<file path="src/hw/rtl/binary_morphology_edge_pipeline_macros.svh">
// Assertion macros shared by the edge pipeline RTL.
// Expects clk and rst_n in the scope of use; no other dependencies.
`ifndef BINARY_MORPHOLOGY_EDGE_PIPELINE_MACROS_SVH
`define BINARY_MORPHOLOGY_EDGE_PIPELINE_MACROS_SVH

// Same-cycle implication, checked out of reset.
`define BMEP_ASSERT_NOW(label, ante, cons) \
    label: assert property (@(posedge clk) disable iff (!rst_n) (ante) |-> (cons)) \
        else $error("bmep: assertion failed");

// Next-cycle implication, checked out of reset.
`define BMEP_ASSERT_NEXT(label, ante, cons) \
    label: assert property (@(posedge clk) disable iff (!rst_n) (ante) |=> (cons)) \
        else $error("bmep: assertion failed");

`endif

</file>
<file path="src/hw/rtl/bmep_pkg.sv">
// Shared constants, register indexes and geometry type of the edge pipeline.
// No dependencies.
package bmep_pkg;

    localparam int MAX_WIDTH   = 256;
    localparam int WORD_BITS   = 32;
    localparam int PASS_COUNT  = 5;
    localparam int MAX_WORDS   = MAX_WIDTH / WORD_BITS;
    localparam int COL_W       = $clog2(MAX_WORDS);
    localparam int WPW_W       = $clog2(MAX_WORDS + 1);
    localparam int PRIME_W     = $clog2(MAX_WORDS + 2);
    localparam int BIT_W       = $clog2(WORD_BITS);
    localparam int WIDTH_W     = 9;
    localparam int HEIGHT_W    = 10;
    localparam int ROW_W       = HEIGHT_W;
    localparam int CFG_W       = 10;
    localparam int IDX_W       = 2;
    localparam int QUEUE_DEPTH = 4;
    localparam int QPTR_W      = $clog2(QUEUE_DEPTH);

    localparam logic [IDX_W-1:0]    REG_WIDTH    = 2'd0;
    localparam logic [IDX_W-1:0]    REG_HEIGHT   = 2'd1;
    localparam logic [WIDTH_W-1:0]  WIDTH_RESET  = 9'd188;
    localparam logic [HEIGHT_W-1:0] HEIGHT_RESET = 10'd120;

    // bit k set: pass k erodes, else dilates
    localparam logic [PASS_COUNT-1:0] PASS_ERODE = 5'b11001;

    typedef struct packed {
        logic [WPW_W-1:0]     wpw;
        logic [COL_W-1:0]     last_col;
        logic [ROW_W-1:0]     last_row;
        logic [WORD_BITS-1:0] tail_mask;
        logic [BIT_W-1:0]     right_bit;
    } geom_t;

endpackage

</file>
<file path="src/hw/rtl/bmep_pixel_if.sv">
// Input channel: valid/ready with one packed pixel word per beat.
// Uses bmep_pkg for the word width.
interface bmep_pixel_if;
    import bmep_pkg::*;

    logic                 valid;
    logic                 ready;
    logic [WORD_BITS-1:0] pixel_word;

    modport source (output valid, output pixel_word, input ready);
    modport sink   (input valid, input pixel_word, output ready);
endinterface

</file>
<file path="src/hw/rtl/bmep_edge_if.sv">
// Output channel: valid/ready with one edge word and frame marker per beat.
// Uses bmep_pkg for the word width.
interface bmep_edge_if;
    import bmep_pkg::*;

    logic                 valid;
    logic                 ready;
    logic [WORD_BITS-1:0] edge_word;
    logic                 frame_last;

    modport source (output valid, output edge_word, output frame_last, input ready);
    modport sink   (input valid, input edge_word, input frame_last, output ready);
endinterface

</file>
<file path="src/hw/rtl/bmep_front.sv">
// Front end: config registers, frame geometry, input position and tail masking.
// Depends on bmep_pkg.
module bmep_front (
    input  logic                           clk,
    input  logic                           rst_n,
    input  logic                           wr_en,
    input  logic [bmep_pkg::IDX_W-1:0]     wr_index,
    input  logic [bmep_pkg::CFG_W-1:0]     wr_data,
    output logic                           restart,
    output bmep_pkg::geom_t                geom,
    input  logic                           in_valid,
    output logic                           in_ready,
    input  logic [bmep_pkg::WORD_BITS-1:0] in_word,
    output logic                           push_valid,
    input  logic                           push_ready,
    output logic [bmep_pkg::WORD_BITS-1:0] push_word
);
    import bmep_pkg::*;

    logic [WIDTH_W-1:0]  width_reg;
    logic [HEIGHT_W-1:0] height_reg;
    logic [COL_W-1:0]    col_reg, col_next;
    logic [ROW_W-1:0]    row_reg, row_next;
    logic [WIDTH_W-1:0]  weff;
    logic [HEIGHT_W-1:0] heff;
    logic [WIDTH_W:0]    wsum;
    logic                accept;

    // effective geometry
    always_comb
    begin
        if (width_reg == '0)
            weff = WIDTH_W'(1);
        else if (width_reg > WIDTH_W'(MAX_WIDTH))
            weff = WIDTH_W'(MAX_WIDTH);
        else
            weff = width_reg;
        heff = (height_reg == '0) ? HEIGHT_W'(1) : height_reg;
        wsum = {1'b0, weff} + (WIDTH_W+1)'(WORD_BITS - 1);
        geom.wpw       = WPW_W'(wsum >> BIT_W);
        geom.last_col  = COL_W'(geom.wpw - WPW_W'(1));
        geom.last_row  = heff - HEIGHT_W'(1);
        geom.right_bit = BIT_W'(weff - WIDTH_W'(1));
        if (weff[BIT_W-1:0] == '0)
            geom.tail_mask = '1;
        else
            geom.tail_mask = (WORD_BITS'(1) << weff[BIT_W-1:0]) - WORD_BITS'(1);
    end

    assign restart = wr_en && (wr_index == REG_WIDTH || wr_index == REG_HEIGHT);

    always_ff @(posedge clk or negedge rst_n)
    begin
        if (!rst_n)
        begin
            width_reg  <= WIDTH_RESET;
            height_reg <= HEIGHT_RESET;
        end
        else if (wr_en)
        begin
            case (wr_index)
                REG_WIDTH:  width_reg  <= wr_data[WIDTH_W-1:0];
                REG_HEIGHT: height_reg <= wr_data[HEIGHT_W-1:0];
                default:    ;
            endcase
        end
    end

    assign accept     = in_valid && push_ready;
    assign in_ready   = push_ready;
    assign push_valid = in_valid;
    assign push_word  = (col_reg == geom.last_col) ? (in_word & geom.tail_mask) : in_word;

    always_comb
    begin
        col_next = col_reg;
        row_next = row_reg;
        if (accept)
        begin
            if (col_reg == geom.last_col)
            begin
                col_next = '0;
                row_next = (row_reg == geom.last_row) ? '0 : row_reg + ROW_W'(1);
            end
            else
                col_next = col_reg + COL_W'(1);
        end
    end

    always_ff @(posedge clk or negedge rst_n)
    begin
        if (!rst_n)
        begin
            col_reg <= '0;
            row_reg <= '0;
        end
        else if (restart)
        begin
            col_reg <= '0;
            row_reg <= '0;
        end
        else
        begin
            col_reg <= col_next;
            row_reg <= row_next;
        end
    end
endmodule

</file>
<file path="src/hw/rtl/bmep_queue.sv">
// Short word queue between front end and pass chain.
// Depends on bmep_pkg.
module bmep_queue (
    input  logic                           clk,
    input  logic                           rst_n,
    input  logic                           restart,
    input  logic                           push_valid,
    output logic                           push_ready,
    input  logic [bmep_pkg::WORD_BITS-1:0] push_word,
    output logic                           pop_valid,
    input  logic                           pop_ready,
    output logic [bmep_pkg::WORD_BITS-1:0] pop_word
);
    import bmep_pkg::*;

    logic [WORD_BITS-1:0] mem_reg [QUEUE_DEPTH];
    logic [QPTR_W-1:0]    wr_ptr_reg, rd_ptr_reg;
    logic [QPTR_W:0]      cnt_reg, cnt_next;
    logic                 do_push, do_pop;

    assign push_ready = cnt_reg != (QPTR_W+1)'(QUEUE_DEPTH);
    assign pop_valid  = cnt_reg != '0;
    assign pop_word   = mem_reg[rd_ptr_reg];
    assign do_push    = push_valid && push_ready;
    assign do_pop     = pop_valid && pop_ready;

    always_comb
    begin
        cnt_next = cnt_reg;
        if (do_push && !do_pop)
            cnt_next = cnt_reg + (QPTR_W+1)'(1);
        else if (do_pop && !do_push)
            cnt_next = cnt_reg - (QPTR_W+1)'(1);
    end

    always_ff @(posedge clk or negedge rst_n)
    begin
        if (!rst_n)
        begin
            wr_ptr_reg <= '0;
            rd_ptr_reg <= '0;
            cnt_reg    <= '0;
        end
        else if (restart)
        begin
            wr_ptr_reg <= '0;
            rd_ptr_reg <= '0;
            cnt_reg    <= '0;
        end
        else
        begin
            if (do_push)
                wr_ptr_reg <= wr_ptr_reg + QPTR_W'(1);
            if (do_pop)
                rd_ptr_reg <= rd_ptr_reg + QPTR_W'(1);
            cnt_reg <= cnt_next;
        end
    end

    always_ff @(posedge clk)
    begin
        if (do_push)
            mem_reg[wr_ptr_reg] <= push_word;
    end
endmodule

</file>
<file path="src/hw/rtl/bmep_pass.sv">
// One 3x3 erode/dilate pass over a word stream, with two row delays,
// a 3x3 word window, border clearing and an end-of-frame flush.
// Depends on bmep_pkg and the assertion macro header.
`include "binary_morphology_edge_pipeline_macros.svh"

module bmep_pass (
    input  logic                           clk,
    input  logic                           rst_n,
    input  logic                           restart,
    input  bmep_pkg::geom_t                geom,
    input  logic                           is_erode,
    input  logic                           is_final,
    input  logic                           src_valid,
    output logic                           src_ready,
    input  logic [bmep_pkg::WORD_BITS-1:0] src_word,
    output logic                           dst_valid,
    input  logic                           dst_ready,
    output logic [bmep_pkg::WORD_BITS-1:0] dst_word,
    output logic                           dst_last
);
    import bmep_pkg::*;

    logic [WORD_BITS-1:0] lb1_reg [MAX_WORDS];
    logic [WORD_BITS-1:0] lb2_reg [MAX_WORDS];
    logic [COL_W-1:0]     ptr_reg;
    logic [WORD_BITS-1:0] a1_reg, a2_reg, b1_reg, b2_reg, c1_reg, c2_reg;
    logic [PRIME_W-1:0]   prime_reg;
    logic [COL_W-1:0]     sx_reg, ox_reg;
    logic [ROW_W-1:0]     sy_reg, oy_reg;
    logic                 flush_reg;
    logic [PRIME_W-1:0]   dcnt_reg;
    logic                 dst_valid_reg, dst_last_reg;
    logic [WORD_BITS-1:0] dst_word_reg;

    logic [WORD_BITS-1:0] x, d1, d2;
    logic [WORD_BITS-1:0] bl, br, ml, mr, tl, tr;
    logic [WORD_BITS-1:0] rb, rm, rt, res, outw;
    logic                 emit, slot_free, adv, at_left, at_right, src_end, out_end;

    // sliding 3x3 of one row: {left-shifted, center, right-shifted} combined
    function automatic logic [WORD_BITS-1:0] row_op(input logic ero,
        input logic [WORD_BITS-1:0] c, input logic [WORD_BITS-1:0] l,
        input logic [WORD_BITS-1:0] r);
        logic [WORD_BITS-1:0] lft, rgt;
        lft = {c[WORD_BITS-2:0], l[WORD_BITS-1]};
        rgt = {r[0], c[WORD_BITS-1:1]};
        return ero ? (lft & c & rgt) : (lft | c | rgt);
    endfunction

    always_comb
    begin
        x         = flush_reg ? '0 : src_word;
        d1        = lb1_reg[ptr_reg];
        d2        = lb2_reg[ptr_reg];
        emit      = prime_reg > PRIME_W'(geom.wpw);
        slot_free = !dst_valid_reg || dst_ready;
        src_ready = !flush_reg && (!emit || slot_free);
        adv       = (flush_reg || src_valid) && (!emit || slot_free);
        at_left   = ox_reg == '0;
        at_right  = ox_reg == geom.last_col;
        src_end   = (sx_reg == geom.last_col) && (sy_reg == geom.last_row);
        out_end   = at_right && (oy_reg == geom.last_row);

        // newest word is below-right of the output position
        bl = at_left  ? '0 : a2_reg;
        br = at_right ? '0 : x;
        ml = at_left  ? '0 : b2_reg;
        mr = at_right ? '0 : d1;
        tl = at_left  ? '0 : c2_reg;
        tr = at_right ? '0 : d2;
        rb = row_op(is_erode, a1_reg, bl, br);
        rm = row_op(is_erode, b1_reg, ml, mr);
        rt = row_op(is_erode, c1_reg, tl, tr);
        res = is_erode ? (rb & rm & rt) : (rb | rm | rt);
        if (at_right)
            res = res & geom.tail_mask;
        if (oy_reg == '0 || oy_reg == geom.last_row)
            res = '0;
        if (at_left)
            res[0] = 1'b0;
        if (at_right)
            res[geom.right_bit] = 1'b0;
        // edge: clean center word minus its erosion
        outw = is_final ? (b1_reg & ~res) : res;
    end

    always_ff @(posedge clk or negedge rst_n)
    begin
        if (!rst_n)
        begin
            ptr_reg       <= '0;
            a1_reg        <= '0;
            a2_reg        <= '0;
            b1_reg        <= '0;
            b2_reg        <= '0;
            c1_reg        <= '0;
            c2_reg        <= '0;
            prime_reg     <= '0;
            sx_reg        <= '0;
            sy_reg        <= '0;
            ox_reg        <= '0;
            oy_reg        <= '0;
            flush_reg     <= 1'b0;
            dcnt_reg      <= '0;
            dst_valid_reg <= 1'b0;
        end
        else if (restart)
        begin
            ptr_reg       <= '0;
            prime_reg     <= '0;
            sx_reg        <= '0;
            sy_reg        <= '0;
            ox_reg        <= '0;
            oy_reg        <= '0;
            flush_reg     <= 1'b0;
            dcnt_reg      <= '0;
            dst_valid_reg <= 1'b0;
        end
        else
        begin
            if (adv && emit)
                dst_valid_reg <= 1'b1;
            else if (dst_ready)
                dst_valid_reg <= 1'b0;
            if (adv)
            begin
                ptr_reg <= (ptr_reg == geom.last_col) ? '0 : ptr_reg + COL_W'(1);
                a1_reg  <= x;
                a2_reg  <= a1_reg;
                b1_reg  <= d1;
                b2_reg  <= b1_reg;
                c1_reg  <= d2;
                c2_reg  <= c1_reg;
                if (!emit)
                    prime_reg <= prime_reg + PRIME_W'(1);
                if (emit)
                begin
                    if (at_right)
                    begin
                        ox_reg <= '0;
                        oy_reg <= (oy_reg == geom.last_row) ? '0 : oy_reg + ROW_W'(1);
                    end
                    else
                        ox_reg <= ox_reg + COL_W'(1);
                end
                if (!flush_reg)
                begin
                    if (src_end)
                    begin
                        sx_reg    <= '0;
                        sy_reg    <= '0;
                        flush_reg <= 1'b1;
                        dcnt_reg  <= PRIME_W'(geom.wpw) + PRIME_W'(1);
                    end
                    else if (sx_reg == geom.last_col)
                    begin
                        sx_reg <= '0;
                        sy_reg <= sy_reg + ROW_W'(1);
                    end
                    else
                        sx_reg <= sx_reg + COL_W'(1);
                end
                else
                begin
                    dcnt_reg <= dcnt_reg - PRIME_W'(1);
                    if (dcnt_reg == PRIME_W'(1))
                    begin
                        flush_reg <= 1'b0;
                        prime_reg <= '0;
                    end
                end
            end
        end
    end

    always_ff @(posedge clk)
    begin
        if (adv)
        begin
            lb1_reg[ptr_reg] <= x;
            lb2_reg[ptr_reg] <= d1;
        end
        if (adv && emit)
        begin
            dst_word_reg <= outw;
            dst_last_reg <= out_end;
        end
    end

    assign dst_valid = dst_valid_reg;
    assign dst_word  = dst_word_reg;
    assign dst_last  = dst_last_reg;

    `BMEP_ASSERT_NOW(a_prime_bound, 1'b1, prime_reg <= PRIME_W'(geom.wpw) + PRIME_W'(1))
    `BMEP_ASSERT_NOW(a_last_on_final_dummy, adv && emit && out_end,
        flush_reg && dcnt_reg == PRIME_W'(1))
    `BMEP_ASSERT_NOW(a_cols_in_row, 1'b1,
        ox_reg <= geom.last_col && sx_reg <= geom.last_col)
    `BMEP_ASSERT_NEXT(a_flush_ends_clean, adv && flush_reg && dcnt_reg == PRIME_W'(1) && !restart,
        !flush_reg && prime_reg == '0)
endmodule

</file>
<file path="src/hw/rtl/binary_morphology_edge_pipeline.sv">
// Top level of the binary morphology edge pipeline: front end, word queue
// and five chained 3x3 passes. Depends on bmep_pkg, bmep_pixel_if,
// bmep_edge_if, bmep_front, bmep_queue and bmep_pass.
//
//  channel   | dir | beat payload                 | handshake
//  ----------+-----+------------------------------+----------------
//  pixels    | in  | pixel_word[31:0]             | valid/ready
//  edges     | out | edge_word[31:0], frame_last  | valid/ready
//  wr_*      | in  | wr_index[1:0], wr_data[9:0]  | wr_en, no stall
//
// One word per cycle sustained while edges is ready, outside flushes; the
// queue registers each word, each pass lags wpw+1 words (wpw = words per
// row, its two row delays) and registers its output. Each pass runs wpw+1
// zero beats at the last word of a frame; the input stalls once per frame,
// as each later pass flushes while the one before primes the next frame.
// Reset is asynchronous, active low; the row delays need no clearing.
// A width or height write restarts the frame and drops any pending words.
// A stall on edges backs up through the passes into the 4-deep queue.
module binary_morphology_edge_pipeline (
    input  logic                       clk,
    input  logic                       rst_n,
    bmep_pixel_if.sink                 pixels,
    bmep_edge_if.source                edges,
    input  logic                       wr_en,
    input  logic [bmep_pkg::IDX_W-1:0] wr_index,
    input  logic [bmep_pkg::CFG_W-1:0] wr_data
);
    import bmep_pkg::*;

    geom_t                geom;
    logic                 restart;
    logic                 push_valid, push_ready;
    logic [WORD_BITS-1:0] push_word;

    // link k feeds pass k; link PASS_COUNT is the pipeline output
    logic                 lk_valid [PASS_COUNT+1];
    logic                 lk_ready [PASS_COUNT+1];
    logic [WORD_BITS-1:0] lk_word  [PASS_COUNT+1];
    logic                 lk_last  [PASS_COUNT+1];

    bmep_front u_front (
        .clk        (clk),
        .rst_n      (rst_n),
        .wr_en      (wr_en),
        .wr_index   (wr_index),
        .wr_data    (wr_data),
        .restart    (restart),
        .geom       (geom),
        .in_valid   (pixels.valid),
        .in_ready   (pixels.ready),
        .in_word    (pixels.pixel_word),
        .push_valid (push_valid),
        .push_ready (push_ready),
        .push_word  (push_word)
    );

    bmep_queue u_queue (
        .clk        (clk),
        .rst_n      (rst_n),
        .restart    (restart),
        .push_valid (push_valid),
        .push_ready (push_ready),
        .push_word  (push_word),
        .pop_valid  (lk_valid[0]),
        .pop_ready  (lk_ready[0]),
        .pop_word   (lk_word[0])
    );

    // queue carries no frame marker; passes track position themselves
    assign lk_last[0] = 1'b0;

    // erode, dilate (opening), dilate, erode (closing), erode -> edge
    for (genvar k = 0; k < PASS_COUNT; k++)
    begin : g_pass
        bmep_pass u_pass (
            .clk       (clk),
            .rst_n     (rst_n),
            .restart   (restart),
            .geom      (geom),
            .is_erode  (PASS_ERODE[k]),
            .is_final  (k == PASS_COUNT - 1),
            .src_valid (lk_valid[k]),
            .src_ready (lk_ready[k]),
            .src_word  (lk_word[k]),
            .dst_valid (lk_valid[k+1]),
            .dst_ready (lk_ready[k+1]),
            .dst_word  (lk_word[k+1]),
            .dst_last  (lk_last[k+1])
        );
    end

    assign edges.valid      = lk_valid[PASS_COUNT];
    assign edges.edge_word  = lk_word[PASS_COUNT];
    assign edges.frame_last = lk_last[PASS_COUNT] && !lk_last[0];
    assign lk_ready[PASS_COUNT] = edges.ready;
endmodule

</file>
<file path="src/flat_wrapper.sv">
// flat-port wrapper written by rule: the top's interface ports become plain ports
module binary_morphology_edge_pipeline_flat import bmep_pkg::*;
  (clk, rst_n, wr_en, wr_index, wr_data, pixels_valid, pixels_pixel_word, pixels_ready, edges_valid, edges_edge_word, edges_frame_last, edges_ready);
  bmep_pixel_if pixels_i ();
  bmep_edge_if edges_i ();
  input  logic clk;
  input  logic rst_n;
  input  logic wr_en;
  input  logic [bmep_pkg::IDX_W-1:0] wr_index;
  input  logic [bmep_pkg::CFG_W-1:0] wr_data;
  input wire logic [$bits(pixels_i.valid)-1:0] pixels_valid;
  input wire logic [$bits(pixels_i.pixel_word)-1:0] pixels_pixel_word;
  output wire logic [$bits(pixels_i.ready)-1:0] pixels_ready;
  output wire logic [$bits(edges_i.valid)-1:0] edges_valid;
  output wire logic [$bits(edges_i.edge_word)-1:0] edges_edge_word;
  output wire logic [$bits(edges_i.frame_last)-1:0] edges_frame_last;
  input wire logic [$bits(edges_i.ready)-1:0] edges_ready;
  assign pixels_i.valid = pixels_valid;
  assign pixels_i.pixel_word = pixels_pixel_word;
  assign pixels_ready = pixels_i.ready;
  assign edges_valid = edges_i.valid;
  assign edges_edge_word = edges_i.edge_word;
  assign edges_frame_last = edges_i.frame_last;
  assign edges_i.ready = edges_ready;
  binary_morphology_edge_pipeline u_core (.clk(clk), .rst_n(rst_n), .pixels(pixels_i), .edges(edges_i), .wr_en(wr_en), .wr_index(wr_index), .wr_data(wr_data));
endmodule
</file>
<file path="config.mk">
export PLATFORM = sky130hd
export DESIGN_NAME = binary_morphology_edge_pipeline_flat
export DESIGN_NICKNAME = d
export VERILOG_FILES = /design/src/hw/rtl/bmep_pkg.sv /design/src/hw/rtl/bmep_pixel_if.sv /design/src/hw/rtl/bmep_edge_if.sv /design/src/hw/rtl/bmep_front.sv /design/src/hw/rtl/bmep_queue.sv /design/src/hw/rtl/bmep_pass.sv /design/src/hw/rtl/binary_morphology_edge_pipeline.sv /design/src/flat_wrapper.sv
export VERILOG_INCLUDE_DIRS = /design/src /design/src/hw/rtl
export SDC_FILE = /design/constraint.sdc
export NUM_CORES = 2
export LEC_CHECK = 0
export BUFFER_PORTS_ARGS = -buffer_cell sky130_fd_sc_hd__buf_2
export CORE_ASPECT_RATIO = 1.5
export CORE_MARGIN = 1.5
export CORE_UTILIZATION = 37
export DETAILED_ROUTE_END_ITERATION = 6
export MAX_ROUTING_LAYER = met4
export PLACE_DENSITY = 0.59
export SLEW_MARGIN = 20
export SYNTH_ARGS = -nofsm -noshare
export SYNTH_HDL_FRONTEND = slang
export SYNTH_SLANG_ARGS = --single-unit
</file>
<file path="constraint.sdc">
create_clock -name clk -period 11.61 [get_ports clk]
set_input_delay 1.161 -clock clk [delete_from_list [all_inputs] [get_ports clk]]
set_output_delay 1.161 -clock clk [all_outputs]
set_load 0.01 [all_outputs]
</file>
==> flow_summary.yaml <==
drt:
  drc: 0
  routed_via_density: 5.79
  postRouteWirelength_mm: 392
  ant_nets: 0
  avgRoutedWirePerCell_um: 27.6
  num_vias: 82300
  dr.pass1.iters: 6
  initialDrtViolationCount: 8187
placement:
  port_buffers: 83
  dp_hpwl_mm: 226
  gp_congestion: 0.861
  dpl-instance-area_um2: 145000
  place_inst: 13600
setup_path:
  worstSetupEndpointType: "flop"
  required_ns: 12.39
  crit_arrival_ns: 7.62
  crit_type: "reg -> reg"
  critical-path-slowest-cell: "buf_4"
  crit_buf_inv: 3
  path_delay_family: "buffers and inverters"
  cp_common_cell: "buf_4"
  r2r_setup_slack_ns: 4.77
  crit_chain: "or4_4, o21ai_2, and2_2, buf_4, ha_1, a2bb2oi_1, a2111oi_0, nor4_1, o211a_2, a21oi_1, o211ai_1, buf_4, buf_4, mux2_2"
  max_stage_delay_ns: 0.85
  crit_fanout: 78
  start_kind: "flop"
global_route:
  grtUsageTotal: 0.208
  antenna_found_initial: 36
  grt_pass1_wl_mm: 569
  grt_pass1_vias: 83200
  grt_max_degree: 148
  grt_overflow: 0
timing:
  slew_headroom: 0.141
  setup_viol: 0
  period_needed_ns: 6.84
  max_freq_mhz: 146
  maxSlewViolCount: 0
  worst_pin_slew_ns: 1.29
  layout_worst_path_cycle_share: 0.589
  tns_ns: 0
  hold_violations: 0
  grt_setup_unrepaired: "false"
  fin_skew_ns: 0.0881
clock_network:
  post_cts_buffers: 0
  cts_buffer_depth: 4
  postCtsResizedCells: 0
  cts_tree: "yes"
  clock-root-buffer: "clkbuf_16"
  clkTransAtPathRegs_ns: 0.06
  h-tree-depth: 5
  hold_buffers: 0
  cts_buffers: 352
  clkLatencyLatePin_ns: 0.94
  clock_sinks: 3568
yosys:
  synth_edf_count: 2849
  avgSynthCellArea_um2: 15.7
  synth_nets: 8953
  ys_seq_area_frac: 0.747
  postSynthCellCount: 8834
  synth.distinct_cells: 110
  ys_warn_count: 0
  syn_area_um2: 139000
  synth_async_sr_flop_share: 0.202
  ys.flop_type: "edfxtp_1"
  synth-seq-cells: 3568
floorplanning:
  row_count: 275
  initial_core_util: 0.371
  die_w_um: 503
  dieArea_um2: 379000
  coreArea_um2: 374000
  die_height_um: 753
  top_level_ports: 84
min_path:
  worstHoldPathType: "in -> async"
job:
  maxCapViolCount: 0
cells_and_area:
  fin_area_um2: 157000
  drive_gt1_frac: 0.140
  instances_no_fill: 14200
  n_fill_cell: 33300
  layout_commonest_cell: "edfxtp_1"
  fin_nets: 9053
  syn2layout_area_growth_pct: 13.2
  layout_common_cells: "edfxtp_1, a22oi_1, dfrtp_1"
outcome:
  run_status: "completed"
pwr:
  finalPower_mw: 35.1
  ir_drop_mv: 0.172
  powerDensity_nw_per_um2: 224
  power.leakage_nw: 52.4
-- per-layer routing --
| metal | part of all wire | vias to the layer above | wire length, um | GRT usage |
|---|---|---|---|---|
| met5 | 0 | - | 0 | - |
| met4 | 0.041 | 0 | 16200 | 0.0817 |
| met3 | 0.070 | 687 | 27300 | 0.0354 |
| met2 | 0.51 | 3007 | 198000 | 0.351 |
| met1 | 0.38 | 43300 | 150000 | 0.247 |
| li1 | - | 35400 | - | - |
-- power by group --
part	leakage [nW]	switching (mW)	total, mW	internal, mW
logic	12.1	4.33	6.43	2.10
registers	34.6	0.899	17.2	16.3
clock network	5.68	4.81	11.5	6.68
total	52.4	10.0	35.1	25.1
-- final cells by class --
class,instances,area (um2),area share
sequential,3568,104000,0.660
multi-input combinational,4627,33100,0.211
clock buffer,478,9900,0.0630
tap,4986,6240,0.0397
timing repair buffer,286,2030,0.0129
clock inverter,163,1720,0.0110
inverter,99,372,0.00237
antenna,20,50.0,0.000319
-- final timing paths --
check	startpoint	to	depth (start not counted)
worst max-delay path	u_core.u_front.width_reg[0]	u_core.g_pass[0].u_pass.b2_reg[31]	14
worst min-delay path	rst_n	u_core.g_pass[4].u_pass.c1_reg[29]	1
worst max register to register	u_core.u_front.width_reg[0]	u_core.g_pass[0].u_pass.b2_reg[31]	14
worst min register to register	u_core.g_pass[3].u_pass.b2_reg[31]	u_core.g_pass[3].u_pass.b2_reg[31]	2
max in group asynchronous	rst_n	u_core.g_pass[3].u_pass.sy_reg[6]	4
min in group clk	pixels_pixel_word[0]	u_core.u_queue.mem_reg[0][0]	1
-- cell families (layout without fill, tap and decap cells) --
kind of cell	Yosys count	after routing	share of synthesized area
XOR/XNOR	174	174	0.0125
buffers and inverters	639	1026	0.0183
adder cells (fa/ha/maj)	70	70	0.00637
other	0	20	0
AND/OR/NAND/NOR	1852	1852	0.0689
flip-flops	3568	3568	0.747
AO/OA/AOI/OAI	2234	2234	0.121
multiplexers	297	297	0.0266
-- Yosys cell counts (all sizes together) (134+ instances only) --
| cell | instances | area [um2] |
|---|---|---|
| edfxtp | 2849 | 85600 |
| a22oi | 785 | 5900 |
| dfrtp | 710 | 17800 |
| nand2 | 514 | 1930 |
| clkbuf | 420 | 1580 |
| a221oi | 292 | 2560 |
| nor2 | 284 | 1070 |
| a22o | 269 | 2360 |
| mux2 | 248 | 2790 |
| nand4 | 198 | 1240 |
| a31oi | 194 | 1230 |
| nor2b | 171 | 1070 |
| nand3 | 167 | 836 |
| o21ai | 157 | 793 |
| a21oi | 134 | 674 |
-- stage by stage --
step	utilization	hold slack [ns]	setup slack, ns
final	0.420	0.261	4.77
after global routing	0.420	0.306	4.49
after CTS	0.420	0.266	4.91
after detailed placement	0.389	0.464	4.95
after global placement	0.389	0.453	5.05
after floorplan	-	0.440	2.94
No activity file was read; power rests on OpenSTA's default activity.
